## src/design/ffha_ram.sv

```systemverilog
// ffha_ram: generic single-write, single-read synchronous RAM, registered read.
// No dependencies.
module ffha_ram #(
  parameter int WIDTH = 8,
  parameter int DEPTH = 256
) (
  input  logic                     clk,
  input  logic                     we,
  input  logic [$clog2(DEPTH)-1:0] waddr,
  input  logic [WIDTH-1:0]         wdata,
  input  logic                     re,
  input  logic [$clog2(DEPTH)-1:0] raddr,
  output logic [WIDTH-1:0]         rdata
);
  logic [WIDTH-1:0] mem [DEPTH];

  always_ff @(posedge clk) begin
    if (we) begin
      mem[waddr] <= wdata;
    end
    if (re) begin
      rdata <= mem[raddr];
    end
  end
endmodule

```

## config.mk

```make
export PLATFORM = sky130hd
export DESIGN_NAME = ffha_ram
export DESIGN_NICKNAME = d
export VERILOG_FILES = /design/src/design/ffha_ram.sv
export SDC_FILE = /design/constraint.sdc
export NUM_CORES = 2
export LEC_CHECK = 0
export BUFFER_PORTS_ARGS = -buffer_cell sky130_fd_sc_hd__buf_4
export CORE_UTILIZATION = 60
export CTS_CLUSTER_SIZE = 25
export DETAILED_ROUTE_END_ITERATION = 6
export MAX_ROUTING_LAYER = met4
export PLACE_DENSITY = 0.76
export SYNTH_ARGS = -nofsm -noshare
export SYNTH_HDL_FRONTEND = slang
export SYNTH_SLANG_ARGS = --single-unit
```

## constraint.sdc

```tcl
create_clock -name clk -period 3.5 [get_ports clk]
set_input_delay 0.7 -clock clk [delete_from_list [all_inputs] [get_ports clk]]
set_output_delay 0.7 -clock clk [all_outputs]
set_load 0.02 [all_outputs]
```

Word level (Yosys, flattened, before mapping)
Memories as Yosys holds them, arrays and structs flattened. A register that Yosys moved wholly into a read port is not among the register bits.
Index checks and enable logic that the tools add are counted.
Widths: inputs -> output; s select.
{ "totals": {"wordCells": 3, "mem_bits_rw": 2048, "memories": 1, "ff_bits": 0, "inputBits": 27, "output_inout_bits": 8} }
{ "memory_table": {"columns": ["name", "depth", "word_bits", "rd", "rd_clocked_by_memory_dff", "wr", "line_no", "text"], "rows": [
  ["mem", 256, 8, 1, 1, 1, "15", "logic [WIDTH-1:0] mem [DEPTH];"]
]} }
{ "op_classes": {"muxes": 2} }
{ "ops": {"columns": ["operator", "n"], "rows": [
  ["$mux 1", 2]
]} }

Logic depth before layout (Yosys ltp)
{ "logic_depth": {"depth_word": 2, "mapped_depth": 11, "mapped_depth_nobuf": 6} }

Worst setup path after synthesis
OpenSTA, ideal clock, no wires.
{ "synth_path": {"path_kind": "input to register", "from": "in raddr[0]", "to": "reg rdata[2] (read register of mem) (data pin)", "cell_stages": 9, "path_slack_ps": 724, "t_required_ps": 3231, "n_path_buf": 4, "setup_time_ps": 269, "arrival_time_ps": 2507, "cell_sequence": "buf_6 buf_12 buf_8 buf_2 mux4_2 a22oi_1 a21oi_1 nor4_1 nor4_2"} }
{ "synth_rtl": {"columns": ["item", "line_no", "text"], "rows": [
  ["from (decl)", "12", "input logic [$clog2(DEPTH)-1:0] raddr,"],
  ["to (decl)", "13", "output logic [WIDTH-1:0] rdata"]
]} }

==> flow_summary.yaml <==
status:
  status: "complete, no violations"
logic_synthesis:
  synthesis.area_sq_mm: 0.0796
  netlist_instances: 3733
  syn_nets: 3760
  synth_area_per_cell_sq_um: 21.3
  synth_top_area_frac: 0.775
  yosys_warnings: 0
  synth_area_leaders: "edfxtp_1 (78%), mux4_2 (13%), mux2i_1 (1.7%), nor2_1 (1.3%), a22oi_1 (1.3%)"
  synth_area_leader_cell: "edfxtp_1"
  synth_common_cells: "edfxtp_1 (2056), mux4_2 (454), nor2_1 (282)"
  async_flop_share: 0
  yosysMostFrequentCell: "edfxtp_1"
  yosysUniqueCellTypes: 54
  ys_seq_area_frac: 0.775
  synth_edf_count: 2056
  ys_seq_elements: 2056
  ys.flop_type: "edfxtp_1"
power:
  internal-power_w: 0.0394
  switching_power_w: 0.0106
  irDropWorstVdd_v: 0.000467
  power_frac_seq: 0.544
  swShare: 0.212
  finalPower_w: 0.0500
  cellLeakagePower_nw: 29.2
  combPwrFrac: 0.053
  power.density_mw_per_mm2: 548
  clkPwrFrac: 0.403
floorplanning:
  start_util: 0.605
  rows: 133
  fp.dieH_um: 366
  io_pins: 35
  die_w_um: 366
  core_area_sq_mm: 0.132
  dieArea_sq_mm: 0.134
critical_path:
  cp-start-kind: "primary input"
  arrival_ns: 3.67
  reg2reg_to: "rdata[1]"
  critPathMaxStageDelay_ns: 0.81
  worst_setup_path_end_kind: "flop"
  crit_chain: "buf_8 -> buf_12 -> buf_4 -> mux4_2 -> nor2b_1 -> a211oi_1 -> nor3_1 -> nor4_1 -> buf_4 -> nor4_2"
  cpMaxStageDelayCell: "nor4_1"
  ff2ff_setup_slack_ns: 0.49
  crit_buf_inv: 4
  critical_path_class: "primary input to flop"
  crit_path_start: "raddr[0]"
  crit_top_cell: "buf_4"
  r2r_start: "mem[100][1]"
  r2r_cells: 6
  crit_fanout: 19
  worst_path_dominant_cell_family: "simple AND/OR/NAND/NOR gates"
  cp.required_ns: 4.04
global_routing:
  grt_overflow_total: 0
  grt_pass1_vias: 41362
  grt_max_degree: 136
  antenna_found_initial: 5
  track_usage: 0.310
  grt_pass1_wl_mm: 289
hold_path:
  hold_end: "mem[56][6]"
  min_from: "wdata[6]"
  whs_path_depth: 1
  worst_hold_path_type: "primary input to flop"
cts:
  cts.clk_slew.worst_paths_ns: 0.06
  cts_resized: 0
  clockBufferDepth: 3
  cts_tree: "yes"
  clkSinkCount: 2056
  post_cts_buffers: 0
  cts_hold_buf: 0
  clk_latency_ns: 0.82
  htree_levels: 4
  numCtsBuffers: 193
  clockRootBuffer: "clkbuf_16"
placement:
  place.gp.congestion: 0.922
  io_buffers: 34
  dpl.hpwl_mm: 123
  post-place-ws_ns: -0.445
  placed_cells: 5792
cells_and_area:
  regArea_sq_mm: 0.0617
  area_growth_pct: 14.6
  layout-drive-gt1-share: 0.291
  multi_input_area_sq_mm: 0.0165
  stdcell_count: 6150
  nets: 4259
  fillCellCount: 7564
sta:
  worst_slew_pin_slew_ns: 1.21
  setup_violations: 0
  maxSlewHeadroom: 0.186
  fin_tns_setup_ns: 0
  setup_slack_ns: 0.366
  fin_crit_ns: 3.13
  period_share: 0.895
  hold_viol_final: 0
  final-max-slew-violation-count: 0
  max_freq_mhz: 319
  fin_skew_ns: 0.0227
  rsz0062_at_grt: "no"
  hold_slack_ns: 0.117
drt:
  drtAntennaViolNets: 0
  wl_per_cell_um: 32.4
  drcViolationCount: 0
  drt_pass1_iterations: 5
  first_iter_violations: 5733
  vias: 41553
  avgViaCountPerCell: 6.76
  drt-total-wl_mm: 199
run:
  maxCapViolCount: 0
==> logic make-up after synthesis <==
kind of cell / after synthesis / synth area share
simple gates: 466 / 0.0263
flops: 2056 / 0.775
compound gates: 385 / 0.0342
mux: 591 / 0.146
buf+inv: 235 / 0.0183
==> stage by stage <==
stage | area, sq um | util
global placement | 85200 | 0.647
global route | 91200 | 0.693
floorplan | 79600 | -
finish | 91200 | 0.693
CTS | 91200 | 0.693
detailed placement | 85200 | 0.647
==> final cells by class <==
| class | count | area share |
|---|---|---|
| multi-input cells | 1442 | 0.181 |
| flip-flops and latches | 2056 | 0.677 |
| diodes | 8 | 0.000219 |
| well taps | 1755 | 0.0241 |
| clock buffers | 242 | 0.0559 |
| clock inverters | 108 | 0.0100 |
| repair buffers | 537 | 0.0526 |
| inverters | 2 | 0.0000823 |
==> layout by cell type, fill, tap and decap left out, drive strengths merged, types with 2 or more instances in the layout <==
| cell type | instances |
|---|---|
| mux4 | 456 |
| o22ai | 28 |
| a311oi | 2 |
| mux2i | 134 |
| a22o | 8 |
| nor2 | 282 |
| nor2b | 31 |
| and2 | 6 |
| nand2b | 8 |
| edfxtp | 2056 |
| nand3b | 2 |
| a31oi | 2 |
| nand2 | 33 |
| or2 | 4 |
| and3b | 2 |
| o22a | 5 |
| a2111oi | 5 |
| o21ai | 12 |
| clkinv | 86 |
| nand3 | 34 |
| diode | 8 |
| inv | 8 |
| nor4 | 27 |
| clkbuf | 250 |
| nand4 | 10 |
| a211oi | 16 |
| clkinvlp | 4 |
| a21oi | 96 |
| bufinv | 12 |
| o211ai | 10 |
| o221ai | 47 |
| a22oi | 133 |
| a221oi | 14 |
| o32ai | 5 |
| buf | 529 |
| nor3 | 22 |
==> sequential cells by signal, indices dropped and copies added (netlist names) <==
signal	count
mem	2048
rdata	8
==> routing by layer <==
layer  share of wire  track usage  up-vias
met4           0.039        0.112        0
met2            0.49        0.479     2885
met1            0.36        0.423    21535
met3            0.12       0.0559      441
met5               0            -        -
li1                -            -    16692
==> worst register-to-register path, cell delays in order, from the launching register on <==
cell	delay, ns
edfxtp_1	0.39
mux4_2	0.48
nor2b_1	0.14
a211oi_1	0.35
nor3_1	0.10
nor4_1	1.04
nor4_1	0.19
==> worst max-delay path by stage <==
stage,to,cells past startpoint,slack (ns)
after floorplan,rdata[2],9,0.72
after global placement,rdata[2],8,-0.58
after detailed placement,rdata[0],10,-0.45
after CTS,rdata[0],10,0.40
after global routing,rdata[2],10,0.23
final,rdata[2],10,0.37
==> power by group through the flow <==
stage	combinational, W	clock, W	sequential (W)
floorplan	0.00132	0	0.0277
global placement	0.00255	0	0.0277
detailed placement	0.00261	0	0.0277
CTS	0.00263	0.0203	0.0272
global route	0.00275	0.0211	0.0272
finish	0.00265	0.0201	0.0272
No activity file was read; power rests on OpenSTA's default activity.
